`src/sv/swsfr_pkg.sv`:
```
`timescale 1ns / 1ps

package swsfr_pkg;

    localparam int WINDOW_DEPTH_DEF = 8;
    localparam int DATA_WIDTH_DEF   = 64;

    localparam int SEQ_W     = 32;
    localparam int LIMIT_W   = 4;
    localparam int FLIGHT_W  = 4;
    localparam int DUP_W     = 3;
    localparam int OP_W      = 2;
    localparam int KIND_W    = 2;
    localparam int TIMER_W   = 2;
    localparam int QUEUE_DEPTH = 2;

    localparam logic [LIMIT_W-1:0] LIMIT_RESET = 4'd4;
    localparam logic [SEQ_W-1:0]   SEQ_RESET   = 32'd1;
    localparam logic [DUP_W-1:0]   DUP_LIMIT   = 3'd4;
    localparam logic [DUP_W-1:0]   DUP_FIRST   = 3'd1;

    localparam logic [OP_W-1:0] OP_SEND    = 2'd0;
    localparam logic [OP_W-1:0] OP_ACK     = 2'd1;
    localparam logic [OP_W-1:0] OP_TIMEOUT = 2'd2;

    localparam logic [KIND_W-1:0] KIND_NONE    = 2'd0;
    localparam logic [KIND_W-1:0] KIND_NEW     = 2'd1;
    localparam logic [KIND_W-1:0] KIND_RETX    = 2'd2;
    localparam logic [KIND_W-1:0] KIND_REFUSED = 2'd3;

    localparam logic [TIMER_W-1:0] TIMER_NONE       = 2'd0;
    localparam logic [TIMER_W-1:0] TIMER_START      = 2'd1;
    localparam logic [TIMER_W-1:0] TIMER_STOP       = 2'd2;
    localparam logic [TIMER_W-1:0] TIMER_STOP_START = 2'd3;

    typedef enum logic [1:0] {
        CMD_NONE    = 2'd0,
        CMD_SEND    = 2'd1,
        CMD_ACK     = 2'd2,
        CMD_TIMEOUT = 2'd3
    } cmd_cls_t;

    typedef struct packed {
        cmd_cls_t         cls;
        logic [SEQ_W-1:0] ack;
    } cmd_t;

endpackage

```
`src/sv/swsfr_front.sv`:
```
`timescale 1ns / 1ps

module swsfr_front #(
    parameter int DATA_WIDTH = swsfr_pkg::DATA_WIDTH_DEF
) (
    input  logic                          in_valid,
    output logic                          in_stall,
    input  logic [swsfr_pkg::OP_W-1:0]    operation,
    input  logic [DATA_WIDTH-1:0]         payload_word,
    input  logic [swsfr_pkg::SEQ_W-1:0]   ack_number,
    input  logic                          ack_checksum_ok,
    input  logic                          q_full,
    output logic                          q_push,
    output swsfr_pkg::cmd_t               q_cmd,
    output logic [DATA_WIDTH-1:0]         q_data
);

    // Acks that failed the checksum and the unused operation code become no-ops here,
    // so the back end leaves the window unchanged for them, though they still pass through the queue.
    always_comb
    begin
        q_cmd.ack = ack_number;
        q_data    = payload_word;
        unique case (operation)
            swsfr_pkg::OP_SEND:
            begin
                q_cmd.cls = swsfr_pkg::CMD_SEND;
            end
            swsfr_pkg::OP_ACK:
            begin
                q_cmd.cls = ack_checksum_ok ? swsfr_pkg::CMD_ACK : swsfr_pkg::CMD_NONE;
            end
            swsfr_pkg::OP_TIMEOUT:
            begin
                q_cmd.cls = swsfr_pkg::CMD_TIMEOUT;
            end
            default:
            begin
                q_cmd.cls = swsfr_pkg::CMD_NONE;
            end
        endcase
    end

    assign in_stall = q_full;
    assign q_push   = in_valid && !q_full;

endmodule

```
`src/sv/swsfr_queue.sv`:
```
`timescale 1ns / 1ps

module swsfr_queue #(
    parameter int WIDTH = $bits(swsfr_pkg::cmd_t) + swsfr_pkg::DATA_WIDTH_DEF
) (
    input  logic             clk,
    input  logic             rst_n,
    input  logic             push,
    input  logic [WIDTH-1:0] push_data,
    output logic             full,
    input  logic             pop,
    output logic             not_empty,
    output logic [WIDTH-1:0] pop_data
);

    localparam int PTR_W = $clog2(swsfr_pkg::QUEUE_DEPTH);
    localparam int CNT_W = PTR_W + 1;

    logic [WIDTH-1:0] entry_reg [swsfr_pkg::QUEUE_DEPTH];
    logic [PTR_W-1:0] wr_ptr_reg;
    logic [PTR_W-1:0] rd_ptr_reg;
    logic [CNT_W-1:0] count_reg;
    logic [CNT_W-1:0] count_next;

    assign full      = (count_reg == CNT_W'(swsfr_pkg::QUEUE_DEPTH));
    assign not_empty = (count_reg != '0);
    assign pop_data  = entry_reg[rd_ptr_reg];

    always_comb
    begin
        count_next = count_reg;
        if (push && !pop)
        begin
            count_next = count_reg + 1'b1;
        end
        else if (pop && !push)
        begin
            count_next = count_reg - 1'b1;
        end
    end

    always_ff @(posedge clk or negedge rst_n)
    begin
        if (!rst_n)
        begin
            wr_ptr_reg <= '0;
            rd_ptr_reg <= '0;
            count_reg  <= '0;
        end
        else
        begin
            if (push)
            begin
                wr_ptr_reg <= wr_ptr_reg + 1'b1;
            end
            if (pop)
            begin
                rd_ptr_reg <= rd_ptr_reg + 1'b1;
            end
            count_reg <= count_next;
        end
    end

    always_ff @(posedge clk)
    begin
        if (push)
        begin
            entry_reg[wr_ptr_reg] <= push_data;
        end
    end

endmodule

```
`src/sv/swsfr_back.sv`:
```
`timescale 1ns / 1ps

module swsfr_back #(
    parameter int WINDOW_DEPTH = swsfr_pkg::WINDOW_DEPTH_DEF,
    parameter int DATA_WIDTH   = swsfr_pkg::DATA_WIDTH_DEF
) (
    input  logic                            clk,
    input  logic                            rst_n,
    input  logic                            q_not_empty,
    input  swsfr_pkg::cmd_t                 q_cmd,
    input  logic [DATA_WIDTH-1:0]           q_data,
    output logic                            q_pop,
    input  logic                            cfg_we,
    input  logic [swsfr_pkg::LIMIT_W-1:0]   cfg_limit,
    output logic                            out_valid,
    input  logic                            out_stall,
    output logic [swsfr_pkg::KIND_W-1:0]    packet_kind,
    output logic [swsfr_pkg::SEQ_W-1:0]     packet_seq,
    output logic [DATA_WIDTH-1:0]           packet_data,
    output logic [swsfr_pkg::TIMER_W-1:0]   timer_action,
    output logic [swsfr_pkg::SEQ_W-1:0]     timer_seq,
    output logic                            window_full
);

    localparam int SLOT_W = (WINDOW_DEPTH > 1) ? $clog2(WINDOW_DEPTH) : 1;
    localparam int SUM_W  = SLOT_W + 5;

    localparam logic ST_IDLE = 1'b0;
    localparam logic ST_EMIT = 1'b1;

    logic                            state_reg;
    logic [swsfr_pkg::LIMIT_W-1:0]   limit_reg;
    logic [swsfr_pkg::SEQ_W-1:0]     base_reg;
    logic [swsfr_pkg::SEQ_W-1:0]     base_next;
    logic [swsfr_pkg::SEQ_W-1:0]     nseq_reg;
    logic [swsfr_pkg::SEQ_W-1:0]     nseq_next;
    logic [swsfr_pkg::FLIGHT_W-1:0]  flight_reg;
    logic [swsfr_pkg::FLIGHT_W-1:0]  flight_next;
    logic [swsfr_pkg::DUP_W-1:0]     dup_reg;
    logic [swsfr_pkg::DUP_W-1:0]     dup_next;
    logic [SLOT_W-1:0]               oldest_reg;
    logic [SLOT_W-1:0]               oldest_next;

    logic [DATA_WIDTH-1:0]           slot_mem [WINDOW_DEPTH];
    logic [DATA_WIDTH-1:0]           rd_data_reg;

    logic [swsfr_pkg::KIND_W-1:0]    pend_kind_reg;
    logic [swsfr_pkg::KIND_W-1:0]    pend_kind_next;
    logic [swsfr_pkg::SEQ_W-1:0]     pend_seq_reg;
    logic [swsfr_pkg::SEQ_W-1:0]     pend_seq_next;
    logic [swsfr_pkg::TIMER_W-1:0]   pend_tact_reg;
    logic [swsfr_pkg::TIMER_W-1:0]   pend_tact_next;
    logic [swsfr_pkg::SEQ_W-1:0]     pend_tseq_reg;
    logic [swsfr_pkg::SEQ_W-1:0]     pend_tseq_next;
    logic                            pend_full_reg;
    logic                            pend_full_next;
    logic                            pend_mem_reg;
    logic                            pend_mem_next;
    logic [DATA_WIDTH-1:0]           pend_data_reg;
    logic [DATA_WIDTH-1:0]           pend_data_next;

    logic                            out_valid_reg;
    logic [swsfr_pkg::KIND_W-1:0]    out_kind_reg;
    logic [swsfr_pkg::SEQ_W-1:0]     out_seq_reg;
    logic [DATA_WIDTH-1:0]           out_data_reg;
    logic [swsfr_pkg::TIMER_W-1:0]   out_tact_reg;
    logic [swsfr_pkg::SEQ_W-1:0]     out_tseq_reg;
    logic                            out_full_reg;

    logic [swsfr_pkg::LIMIT_W-1:0]   eff_limit;
    logic [swsfr_pkg::SEQ_W-1:0]     ack_span;
    logic [swsfr_pkg::DUP_W-1:0]     dup_inc;
    logic                            ack_ok;
    logic                            mem_we;
    logic [SLOT_W-1:0]               wr_slot;
    logic                            emit;

    function automatic logic [SLOT_W-1:0] ring_slot(
        input logic [SLOT_W-1:0]              start,
        input logic [swsfr_pkg::FLIGHT_W-1:0] offset
    );
        logic [SUM_W-1:0] sum;
        begin
            sum = SUM_W'(start) + SUM_W'(offset);
            if (sum >= SUM_W'(WINDOW_DEPTH))
            begin
                sum = sum - SUM_W'(WINDOW_DEPTH);
            end
            return sum[SLOT_W-1:0];
        end
    endfunction

    assign q_pop = (state_reg == ST_IDLE) && q_not_empty;
    assign emit  = (state_reg == ST_EMIT) && (!out_valid_reg || !out_stall);

    always_comb
    begin
        if (32'(limit_reg) > 32'(WINDOW_DEPTH))
        begin
            eff_limit = swsfr_pkg::LIMIT_W'(WINDOW_DEPTH);
        end
        else
        begin
            eff_limit = limit_reg;
        end
    end

    assign ack_span = q_cmd.ack - base_reg;
    assign dup_inc  = dup_reg + 1'b1;
    assign ack_ok   = (flight_reg != '0)
        && (ack_span <= swsfr_pkg::SEQ_W'(flight_reg));
    assign wr_slot  = ring_slot(oldest_reg, flight_reg);

    // The oldest outstanding slot always holds sequence base_reg, so only payloads are stored.
    always_comb
    begin
        base_next      = base_reg;
        nseq_next      = nseq_reg;
        flight_next    = flight_reg;
        dup_next       = dup_reg;
        oldest_next    = oldest_reg;
        mem_we         = 1'b0;
        pend_kind_next = swsfr_pkg::KIND_NONE;
        pend_seq_next  = '0;
        pend_tact_next = swsfr_pkg::TIMER_NONE;
        pend_tseq_next = '0;
        pend_mem_next  = 1'b0;
        pend_data_next = '0;
        unique case (q_cmd.cls)
            swsfr_pkg::CMD_SEND:
            begin
                if (flight_reg < eff_limit)
                begin
                    mem_we         = 1'b1;
                    pend_kind_next = swsfr_pkg::KIND_NEW;
                    pend_seq_next  = nseq_reg;
                    pend_data_next = q_data;
                    if (flight_reg == '0)
                    begin
                        pend_tact_next = swsfr_pkg::TIMER_START;
                        pend_tseq_next = nseq_reg;
                    end
                    flight_next = flight_reg + 1'b1;
                    nseq_next   = nseq_reg + 1'b1;
                end
                else
                begin
                    pend_kind_next = swsfr_pkg::KIND_REFUSED;
                end
            end
            swsfr_pkg::CMD_ACK:
            begin
                if (ack_ok)
                begin
                    if (ack_span == '0)
                    begin
                        if (dup_inc >= swsfr_pkg::DUP_LIMIT)
                        begin
                            pend_kind_next = swsfr_pkg::KIND_RETX;
                            pend_seq_next  = base_reg;
                            pend_mem_next  = 1'b1;
                            pend_tact_next = swsfr_pkg::TIMER_STOP_START;
                            pend_tseq_next = base_reg;
                            dup_next       = '0;
                        end
                        else
                        begin
                            dup_next = dup_inc;
                            if (dup_inc == swsfr_pkg::DUP_FIRST)
                            begin
                                pend_tact_next = swsfr_pkg::TIMER_STOP_START;
                                pend_tseq_next = base_reg;
                            end
                        end
                    end
                    else
                    begin
                        dup_next    = swsfr_pkg::DUP_FIRST;
                        base_next   = q_cmd.ack;
                        oldest_next = ring_slot(oldest_reg, ack_span[swsfr_pkg::FLIGHT_W-1:0]);
                        flight_next = flight_reg - ack_span[swsfr_pkg::FLIGHT_W-1:0];
                        if (q_cmd.ack == nseq_reg)
                        begin
                            pend_tact_next = swsfr_pkg::TIMER_STOP;
                            pend_tseq_next = base_reg;
                        end
                        else
                        begin
                            pend_tact_next = swsfr_pkg::TIMER_STOP_START;
                            pend_tseq_next = q_cmd.ack;
                        end
                    end
                end
            end
            swsfr_pkg::CMD_TIMEOUT:
            begin
                if (flight_reg != '0)
                begin
                    pend_kind_next = swsfr_pkg::KIND_RETX;
                    pend_seq_next  = base_reg;
                    pend_mem_next  = 1'b1;
                    pend_tact_next = swsfr_pkg::TIMER_STOP_START;
                    pend_tseq_next = base_reg;
                end
            end
            default:
            begin
                pend_kind_next = swsfr_pkg::KIND_NONE;
            end
        endcase
        pend_full_next = (flight_next >= eff_limit);
    end

    always_ff @(posedge clk or negedge rst_n)
    begin
        if (!rst_n)
        begin
            state_reg     <= ST_IDLE;
            limit_reg     <= swsfr_pkg::LIMIT_RESET;
            base_reg      <= swsfr_pkg::SEQ_RESET;
            nseq_reg      <= swsfr_pkg::SEQ_RESET;
            flight_reg    <= '0;
            dup_reg       <= '0;
            oldest_reg    <= '0;
            out_valid_reg <= 1'b0;
        end
        else
        begin
            if (cfg_we)
            begin
                limit_reg <= cfg_limit;
            end
            if (q_pop)
            begin
                state_reg  <= ST_EMIT;
                base_reg   <= base_next;
                nseq_reg   <= nseq_next;
                flight_reg <= flight_next;
                dup_reg    <= dup_next;
                oldest_reg <= oldest_next;
            end
            else if (emit)
            begin
                state_reg <= ST_IDLE;
            end
            if (emit)
            begin
                out_valid_reg <= 1'b1;
            end
            else if (!out_stall)
            begin
                out_valid_reg <= 1'b0;
            end
        end
    end

    always_ff @(posedge clk)
    begin
        if (q_pop)
        begin
            rd_data_reg   <= slot_mem[oldest_reg];
            pend_kind_reg <= pend_kind_next;
            pend_seq_reg  <= pend_seq_next;
            pend_tact_reg <= pend_tact_next;
            pend_tseq_reg <= pend_tseq_next;
            pend_full_reg <= pend_full_next;
            pend_mem_reg  <= pend_mem_next;
            pend_data_reg <= pend_data_next;
            if (mem_we)
            begin
                slot_mem[wr_slot] <= q_data;
            end
        end
        if (emit)
        begin
            out_kind_reg <= pend_kind_reg;
            out_seq_reg  <= pend_seq_reg;
            out_data_reg <= pend_mem_reg ? rd_data_reg : pend_data_reg;
            out_tact_reg <= pend_tact_reg;
            out_tseq_reg <= pend_tseq_reg;
            out_full_reg <= pend_full_reg;
        end
    end

    assign out_valid    = out_valid_reg;
    assign packet_kind  = out_kind_reg;
    assign packet_seq   = out_seq_reg;
    assign packet_data  = out_data_reg;
    assign timer_action = out_tact_reg;
    assign timer_seq    = out_tseq_reg;
    assign window_full  = out_full_reg;

endmodule

```
`src/sv/sliding_window_sender_fast_retransmit_core.sv`:
```
`timescale 1ns / 1ps

// Channel   Direction  Handshake             Payload
// input     in         in_valid / in_stall   operation, payload_word, ack_number, ack_checksum_ok
// result    out        out_valid / out_stall packet_kind, packet_seq, packet_data, timer_action,
//                                            timer_seq, window_full
// config    in         cfg_valid / cfg_ready window_limit
//
// In the back end each transaction first updates the window state and reads the oldest slot
// from the payload memory, then assembles the result into the output register.
// A two-entry queue lets the input side keep taking transactions while a result is stalled.
// Reset is asynchronous and active low; the payload memory is not cleared.
// A result passes through the queue entry, the pending registers and the output register.

module sliding_window_sender_fast_retransmit_core #(
    parameter int WINDOW_DEPTH = swsfr_pkg::WINDOW_DEPTH_DEF,
    parameter int DATA_WIDTH   = swsfr_pkg::DATA_WIDTH_DEF
) (
    input  logic                            clk,
    input  logic                            rst_n,
    input  logic                            in_valid,
    output logic                            in_stall,
    input  logic [swsfr_pkg::OP_W-1:0]      operation,
    input  logic [DATA_WIDTH-1:0]           payload_word,
    input  logic [swsfr_pkg::SEQ_W-1:0]     ack_number,
    input  logic                            ack_checksum_ok,
    output logic                            out_valid,
    input  logic                            out_stall,
    output logic [swsfr_pkg::KIND_W-1:0]    packet_kind,
    output logic [swsfr_pkg::SEQ_W-1:0]     packet_seq,
    output logic [DATA_WIDTH-1:0]           packet_data,
    output logic [swsfr_pkg::TIMER_W-1:0]   timer_action,
    output logic [swsfr_pkg::SEQ_W-1:0]     timer_seq,
    output logic                            window_full,
    input  logic                            cfg_valid,
    output logic                            cfg_ready,
    input  logic [swsfr_pkg::LIMIT_W-1:0]   window_limit
);

    localparam int CMD_W   = $bits(swsfr_pkg::cmd_t);
    localparam int ENTRY_W = CMD_W + DATA_WIDTH;

    logic                  q_push;
    logic                  q_full;
    logic                  q_pop;
    logic                  q_not_empty;
    swsfr_pkg::cmd_t       front_cmd;
    logic [DATA_WIDTH-1:0] front_data;
    logic [ENTRY_W-1:0]    q_out;
    swsfr_pkg::cmd_t       back_cmd;
    logic [DATA_WIDTH-1:0] back_data;

    swsfr_front #(
        .DATA_WIDTH (DATA_WIDTH)
    ) u_front (
        .in_valid        (in_valid),
        .in_stall        (in_stall),
        .operation       (operation),
        .payload_word    (payload_word),
        .ack_number      (ack_number),
        .ack_checksum_ok (ack_checksum_ok),
        .q_full          (q_full),
        .q_push          (q_push),
        .q_cmd           (front_cmd),
        .q_data          (front_data)
    );

    swsfr_queue #(
        .WIDTH (ENTRY_W)
    ) u_queue (
        .clk       (clk),
        .rst_n     (rst_n),
        .push      (q_push),
        .push_data ({front_cmd, front_data}),
        .full      (q_full),
        .pop       (q_pop),
        .not_empty (q_not_empty),
        .pop_data  (q_out)
    );

    assign back_cmd  = swsfr_pkg::cmd_t'(q_out[ENTRY_W-1:DATA_WIDTH]);
    assign back_data = q_out[DATA_WIDTH-1:0];
    assign cfg_ready = 1'b1;

    swsfr_back #(
        .WINDOW_DEPTH (WINDOW_DEPTH),
        .DATA_WIDTH   (DATA_WIDTH)
    ) u_back (
        .clk          (clk),
        .rst_n        (rst_n),
        .q_not_empty  (q_not_empty),
        .q_cmd        (back_cmd),
        .q_data       (back_data),
        .q_pop        (q_pop),
        .cfg_we       (cfg_valid && cfg_ready),
        .cfg_limit    (window_limit),
        .out_valid    (out_valid),
        .out_stall    (out_stall),
        .packet_kind  (packet_kind),
        .packet_seq   (packet_seq),
        .packet_data  (packet_data),
        .timer_action (timer_action),
        .timer_seq    (timer_seq),
        .window_full  (window_full)
    );

endmodule

```
`config.mk`:
```
export PLATFORM = sky130hd
export DESIGN_NAME = sliding_window_sender_fast_retransmit_core
export DESIGN_NICKNAME = d
export VERILOG_FILES = /design/src/sv/swsfr_pkg.sv /design/src/sv/swsfr_front.sv /design/src/sv/swsfr_queue.sv /design/src/sv/swsfr_back.sv /design/src/sv/sliding_window_sender_fast_retransmit_core.sv
export SDC_FILE = /design/constraint.sdc
export NUM_CORES = 1
export LEC_CHECK = 0
export BUFFER_PORTS_ARGS = -buffer_cell sky130_fd_sc_hd__buf_2
export CAP_MARGIN = 15
export CORE_MARGIN = 10
export CORE_UTILIZATION = 50
export CTS_CLUSTER_SIZE = 25
export DETAILED_ROUTE_END_ITERATION = 16
export HOLD_SLACK_MARGIN = 0.08
export PLACE_DENSITY = 0.79
export SYNTH_ARGS = -nofsm -noshare
export SYNTH_HDL_FRONTEND = slang
export SYNTH_SLANG_ARGS = --single-unit
```
`constraint.sdc`:
```
create_clock -name clk -period 30.6 [get_ports clk]
set_input_delay 3.06 -clock clk [delete_from_list [all_inputs] [get_ports clk]]
set_output_delay 3.06 -clock clk [all_outputs]
set_load 0.05 [all_outputs]
```
# Word-level counts from Yosys, hierarchy flattened
# Memory sizes are Yosys's and may differ from the RTL's. A register that Yosys moved wholly into a read port is not among the register bits.
# Cells that the tools add are included.
dict set report classes {
  add_sub_neg 13
  magnitude_cmp 7
  eq_ne 9
  muxes 59
  bitwise 2
  n_reduce_logical 23
}
# op count
set ops {}
lappend ops {{$mux W32} 12}
lappend ops {{$pmux W32 S3} 2}
lappend ops {{$mux W64} 1}
lappend ops {{$add A32 B1 Y32 const B} 1}
lappend ops {{$eq A32 B32 Y1} 1}
lappend ops {{$le A32 B4 Y1} 1}
lappend ops {{$logic_not A32 Y1} 1}
lappend ops {{$sub A32 B32 Y32} 1}
lappend ops {{$mux W2} 14}
lappend ops {{$pmux W2 S3} 3}
lappend ops {{$mux W1} 17}
lappend ops {{$mux W4} 4}
lappend ops {{$mux W3} 4}
lappend ops {{$add A3 B4 Y5} 2}
lappend ops {{$ge A5 B4 Y1 const B} 2}
lappend ops {{$eq A2 B2 Y1 const B} 4}
lappend ops {{$pmux W4 S2} 1}
lappend ops {{$logic_and A1 B1 Y1} 6}
lappend ops {{$reduce_and A3 Y1} 2}
lappend ops {{$reduce_bool A2 Y1} 3}
lappend ops {{$sub A3 B1 Y3 const B} 2}
lappend ops {{$logic_not A1 Y1} 5}
lappend ops {{$add A4 B1 Y4 const B} 1}
lappend ops {{$eq A2 B1 Y1 const B} 2}
lappend ops {{19 further kinds} 21}
dict set report word_totals {
  ff_bits 351
  ram_bits 708
  input_bits 108
  output_inout_bits 136
  mem_count 2
}
# name words width read_ports rd_clocked_by_memory_dff wr line_no
set mem_list {}
lappend mem_list {u_back.slot_mem 8 64 1 1 1 swsfr_back.sv:44} ;# logic [DATA_WIDTH-1:0] slot_mem [WINDOW_DEPTH];
lappend mem_list {u_queue.entry_reg 2 98 1 0 1 swsfr_queue.sv:19} ;# logic [WIDTH-1:0] entry_reg [swsfr_pkg::QUEUE_DEPTH];

# Longest topological paths before layout
dict set report logic_depth {
  ltp_word 8
  ltp_mapped 24
  mapped_depth_nobuf 20
}

# Modules after synthesis
# A second synthesis with hierarchy kept.
dict set report unflattened {
  cells_unflattened 2618
  hier_area_um2 46562.2
}
# mod n_inst cells_per_inst area_each_um2 seq_area_each_um2
set by_module_without_submodules {}
lappend by_module_without_submodules {swsfr_back 1 2194 38509.4 27320.0}
lappend by_module_without_submodules {swsfr_queue 1 321 7289.5 5985.7}
lappend by_module_without_submodules {swsfr_front 1 101 752.0 0.0}
lappend by_module_without_submodules {sliding_window_sender_fast_retransmit_core 1 2 11.3 0.0}

# Worst setup path before layout
# OpenSTA, ideal clock, no wires.
dict set report synth_timing {
  path_kind {input to register}
  startpoint {input out_stall}
  endpoint {register u_back.out_data_reg[0] (netlist: u_back.packet_data[0]) (enable)}
  setup_time_ns 0.827
  t_arrival_ns 12.671
  path_slack_ns 17.103
  cell_stages 1
  path_buffers 0
  path_cell_list {a21boi_0}
}
dict set report synth_between {
  elab_chain_cells 3
}
# element line_no
set synth_rtl {}
lappend synth_rtl {{from (decl)} sliding_window_sender_fast_retransmit_core.sv:28} ;# input logic out_stall,
lappend synth_rtl {{$logic_not A1 Y1} swsfr_back.sv:94} ;# assign emit = (state_reg == ST_EMIT) && (!out_valid_reg || !out_stall);
lappend synth_rtl {{$logic_or A1 B1 Y1} swsfr_back.sv:94}
lappend synth_rtl {{$logic_and A1 B1 Y1} swsfr_back.sv:94}
lappend synth_rtl {{to (signal assigned)} swsfr_back.sv:278} ;# out_data_reg <= pend_mem_reg ? rd_data_reg : pend_data_reg;
lappend synth_rtl {{to (decl)} swsfr_back.sv:65} ;# logic [DATA_WIDTH-1:0] out_data_reg;
# No other way between the ends.
# A chain may end at the register's enable or synchronous reset.

# Worst setup path after layout
dict set report layout_timing {
  startpoint {register u_queue.rd_ptr_reg}
  endpoint {register u_back.pend_full_reg, data pin}
}
dict set report layout_between {
  elab_chain_cells 7
  word_cells_on_any_way 12
}
# element line_no
set layout_rtl {}
lappend layout_rtl {{from (decl)} swsfr_queue.sv:21} ;# logic [PTR_W-1:0] rd_ptr_reg;
lappend layout_rtl {{from (signal assigned)} swsfr_queue.sv:58} ;# rd_ptr_reg <= rd_ptr_reg + 1'b1;
lappend layout_rtl {{$mem_v2 Z2 W98 (*)} --}
lappend layout_rtl {{net q_out[83]} sliding_window_sender_fast_retransmit_core.sv:49} ;# logic [ENTRY_W-1:0] q_out;
lappend layout_rtl {{$sub A32 B32 Y32 (*)} swsfr_back.sv:108} ;# assign ack_span = q_cmd.ack - base_reg;
lappend layout_rtl {{$le A32 B4 Y1 / $logic_not A32 Y1 (equally long branches)} {swsfr_back.sv:111, swsfr_back.sv:155}}
lappend layout_rtl {{$logic_and A1 B1 Y1 / $mux W4 (equally long branches)} {swsfr_back.sv:111, swsfr_back.sv:155}}
lappend layout_rtl {{$mux W4 (*)} swsfr_back.sv:153} ;# if (ack_ok)
lappend layout_rtl {{$pmux W4 S2 (*)} swsfr_back.sv:129} ;# unique case (q_cmd.cls)
lappend layout_rtl {{$ge A4 B4 Y1 (*)} swsfr_back.sv:211} ;# pend_full_next = (flight_next >= eff_limit);
lappend layout_rtl {{net u_back.pend_full_next} swsfr_back.sv:56} ;# logic pend_full_next;
lappend layout_rtl {{to (signal assigned)} swsfr_back.sv:266} ;# pend_full_reg <= pend_full_next;
lappend layout_rtl {{to (decl)} swsfr_back.sv:55} ;# logic pend_full_reg;
# Mark *: on every way through the listed nets, which the timed path passes. The rest lies on a longest branch.

==> reports/qor.txt <==
status - completed
CTS tree - built
reg2reg start - u_queue.rd_ptr_reg
worst slew pin tran - 1090 ps
register area share after synthesis - 71.5%
Mapped Cells - 2719
Max rail drop VDD - 0.000106 V
mux contribution to synthesized area - 12.7%
DRC viols - 0
placed cell area - 0.0492 mm^2
clock slew at reported path FFs - 60 ps
Final Cycle Share - 25.9%
htree depth - 3
fin. max-slew vios - 0
nets - 3125
final setup violation count - 0
CP startpoint - u_queue.rd_ptr_reg
Resize count post-CTS - 0
Arr. time, crit path - 8380 ps
initial antenna violation count - 10
sequential cell area - 0.0333 mm^2
Synth cell types - 78
cell area after layout - 0.0527 mm^2
number of port buffers - 242
Ports - 244
GPL Wtd Cong - 0.934
initial drt markers - 2964
CTS Buffer Depth - 3
Achievable Freq - 126 MHz
number of global-route vias before repair - 26200
Pre-antenna DRT Iters - 5
fillcell total - 6734
EDFF count, synth - 1039
Layout area overhead - 13.2%
Vias - 25700
Simple-Gate Fraction of Synth Area - 5.23%
critical path startpoint category - flip-flop
gr ovfl total - 0
Async SR Flop Fraction - 7.48%
Die Y - 325 um
initial core utilization - 50.6%
Core Area - 0.0921 mm^2
placed cells - 4087
Synth Area in Compound Gates - 5.07%
syn nets - 2889
Hold Buf Count CTS - 0
final WL - 111 mm
Tightest Hold Check Type - flip-flop to flip-flop
Die W - 325 um
max reg flops - 512
leakage - 18.5 nW
footprint of the multi-input gates - 0.0124 mm^2
area of the mapped netlist - 0.0466 mm^2
worst skew pair latency - 710 ps
HP Start - u_back.pend_seq_reg[26]
xor/xnor share of the synthesized area - 1.71%
pwr/cell area - 97.0 mW/mm^2
MaxCap Viol Count - 0
clk_skew - 52.3 ps
total track usage - 20.5%
Non-Filler Instances - 4290
Via density - 6.00
wire per inst - 25.8 um
DRT antenna net count - 0
largest family of logic cells by synthesized area - multiplexers
Post-Syn Area per Cell - 17.1 um^2
minimum clock period - 7910 ps
RSZ-0062 raised after global routing - no
Yosys reg bits - 1123
largest net degree at the start of global routing - 89
Slew headroom - 27.2%
Ys Warns - 0
first-pass GRT wire length - 167 mm
share of cells above drive strength 1 - 27.5%
Setup TNS Final - 0 ps
clk sinks - 1123
crit path kind - flip-flop to flip-flop
hpwl dp - 66.1 mm
Setup Buffers After CTS - 0
Num CTS Buffers - 109
clk root buf - clkbuf_16
Final Hold Viols - 0
Synth Flop Type - edfxtp_1
die area - 0.106 mm^2
Site Rows - 111
Max FO, Critical Path - 55
CP required - 31060 ps
Worst setup EP type - flip-flop
Post-Synth Adder-Cell Area - 1.73%
## metrics by stage
stage | setup slack [ps] | util, % | hold WS (ps) | power [mW]
after CTS | 22850 | 57.3 | 412 | 5.15
after floorplan | 17100 | - | 400 | 3.35
after detailed placement | 22860 | 53.4 | 406 | 3.80
after global placement | 22930 | 53.4 | 402 | 3.78
after global routing | 22170 | 57.3 | 413 | 5.33
final | 22690 | 57.3 | 408 | 5.12
## metal layers
metal  GRT usage (%)  vias up  routed length, um
met2            33.9     1225              54100
met4            5.92       10               2680
li1                -    11200                  -
met1            27.5    13100              44400
met3            4.11      220               9270
met5               0        -                 60
## cell usage after synthesis, types with 35 or more instances
cell type	count	share of area, %
mux2_2	200	4.8
or4_1	37	0.60
mux2i_1	73	1.6
edfxtp_1	1039	67
clkbuf_1	112	0.90
nor2_1	58	0.47
ha_1	58	1.6
a21oi_1	82	0.88
xnor2_1	70	1.3
nand2_1	112	0.90
dfrtp_1	81	4.4
and3_1	79	1.1
mux4_2	128	6.2
or2_2	36	0.48
inv_1	91	0.73
o22ai_1	35	0.47
## path summary, 6_finish.rpt
check,slack (ps),end,cells past startpoint
worst min register to register,410,u_back.packet_seq[26],0
max in group asynchronous,27100,u_back.oldest_reg[2],2
worst max-delay path,22690,u_back.pend_full_reg,21
worst min-delay path,410,u_back.packet_seq[26],0
min in group asynchronous,2350,u_back.base_reg[23],1
worst max register to register,22690,u_back.pend_full_reg,21
## kinds of logic after synthesis
| group | Yosys count |
|---|---|
| AO/OA/AOI/OAI | 342 |
| XOR/XNOR | 91 |
| adder cells (fa/ha/maj) | 62 |
| buffers and inverters | 245 |
| flip-flops | 1123 |
| multiplexers | 403 |
| other | 1 |
| AND/OR/NAND/NOR | 452 |
## cell usage in the layout, fill, tap and decap left out, types with 36 or more instances in the layout
cell / synthesis / layout
buf_2: 10 / 241
and3_1: 79 / 78
a21oi_1: 82 / 81
mux4_2: 128 / 128
clkbuf_16: 0 / 109
mux2_2: 200 / 200
edfxtp_1: 1039 / 1039
or2_2: 36 / 36
dfrtp_1: 81 / 77
xnor2_1: 70 / 70
or4_1: 37 / 37
inv_1: 91 / 90
buf_4: 1 / 38
mux2i_1: 73 / 73
nand2_1: 112 / 111
nor2_1: 58 / 51
ha_1: 58 / 56
## critical path: stages, from the launching register on
cell and delay [ps]:
dfrtp_4 1020, buf_4 940, mux2i_1 510, inv_1 140, ha_1 400, nand2_1 120, o21ai_0 410, o21bai_1 230
a21boi_1 380, xor2_1 150, nor2_1 110, o2111ai_1 130, or4_1 980, buf_4 430, or2_0 420, o311a_1 360
ha_1 290, nand2b_1 140, a21oi_1 160, nor2b_1 60, o21ai_0 150, nand2b_1 70
## final cells by class
| class | count | area share [%] |
|---|---|---|
| diodes | 3 | 0.0142 |
| clock buffers | 136 | 5.42 |
| clock inverters | 64 | 1.37 |
| inverters | 91 | 0.662 |
| multi-input cells | 1351 | 23.6 |
| flip-flops and latches | 1123 | 63.2 |
| well taps | 1243 | 2.95 |
| repair buffers | 279 | 2.83 |
## where the power goes
group	total (mW)	switching (mW)	internal, mW	leakage, nW
logic	1.49	1.09	0.392	5.95
registers	2.30	0.127	2.17	10.8
clock network	1.34	0.571	0.766	1.74
total	5.12	1.79	3.33	18.5
Note: power is estimated with default switching activity, not from simulation.
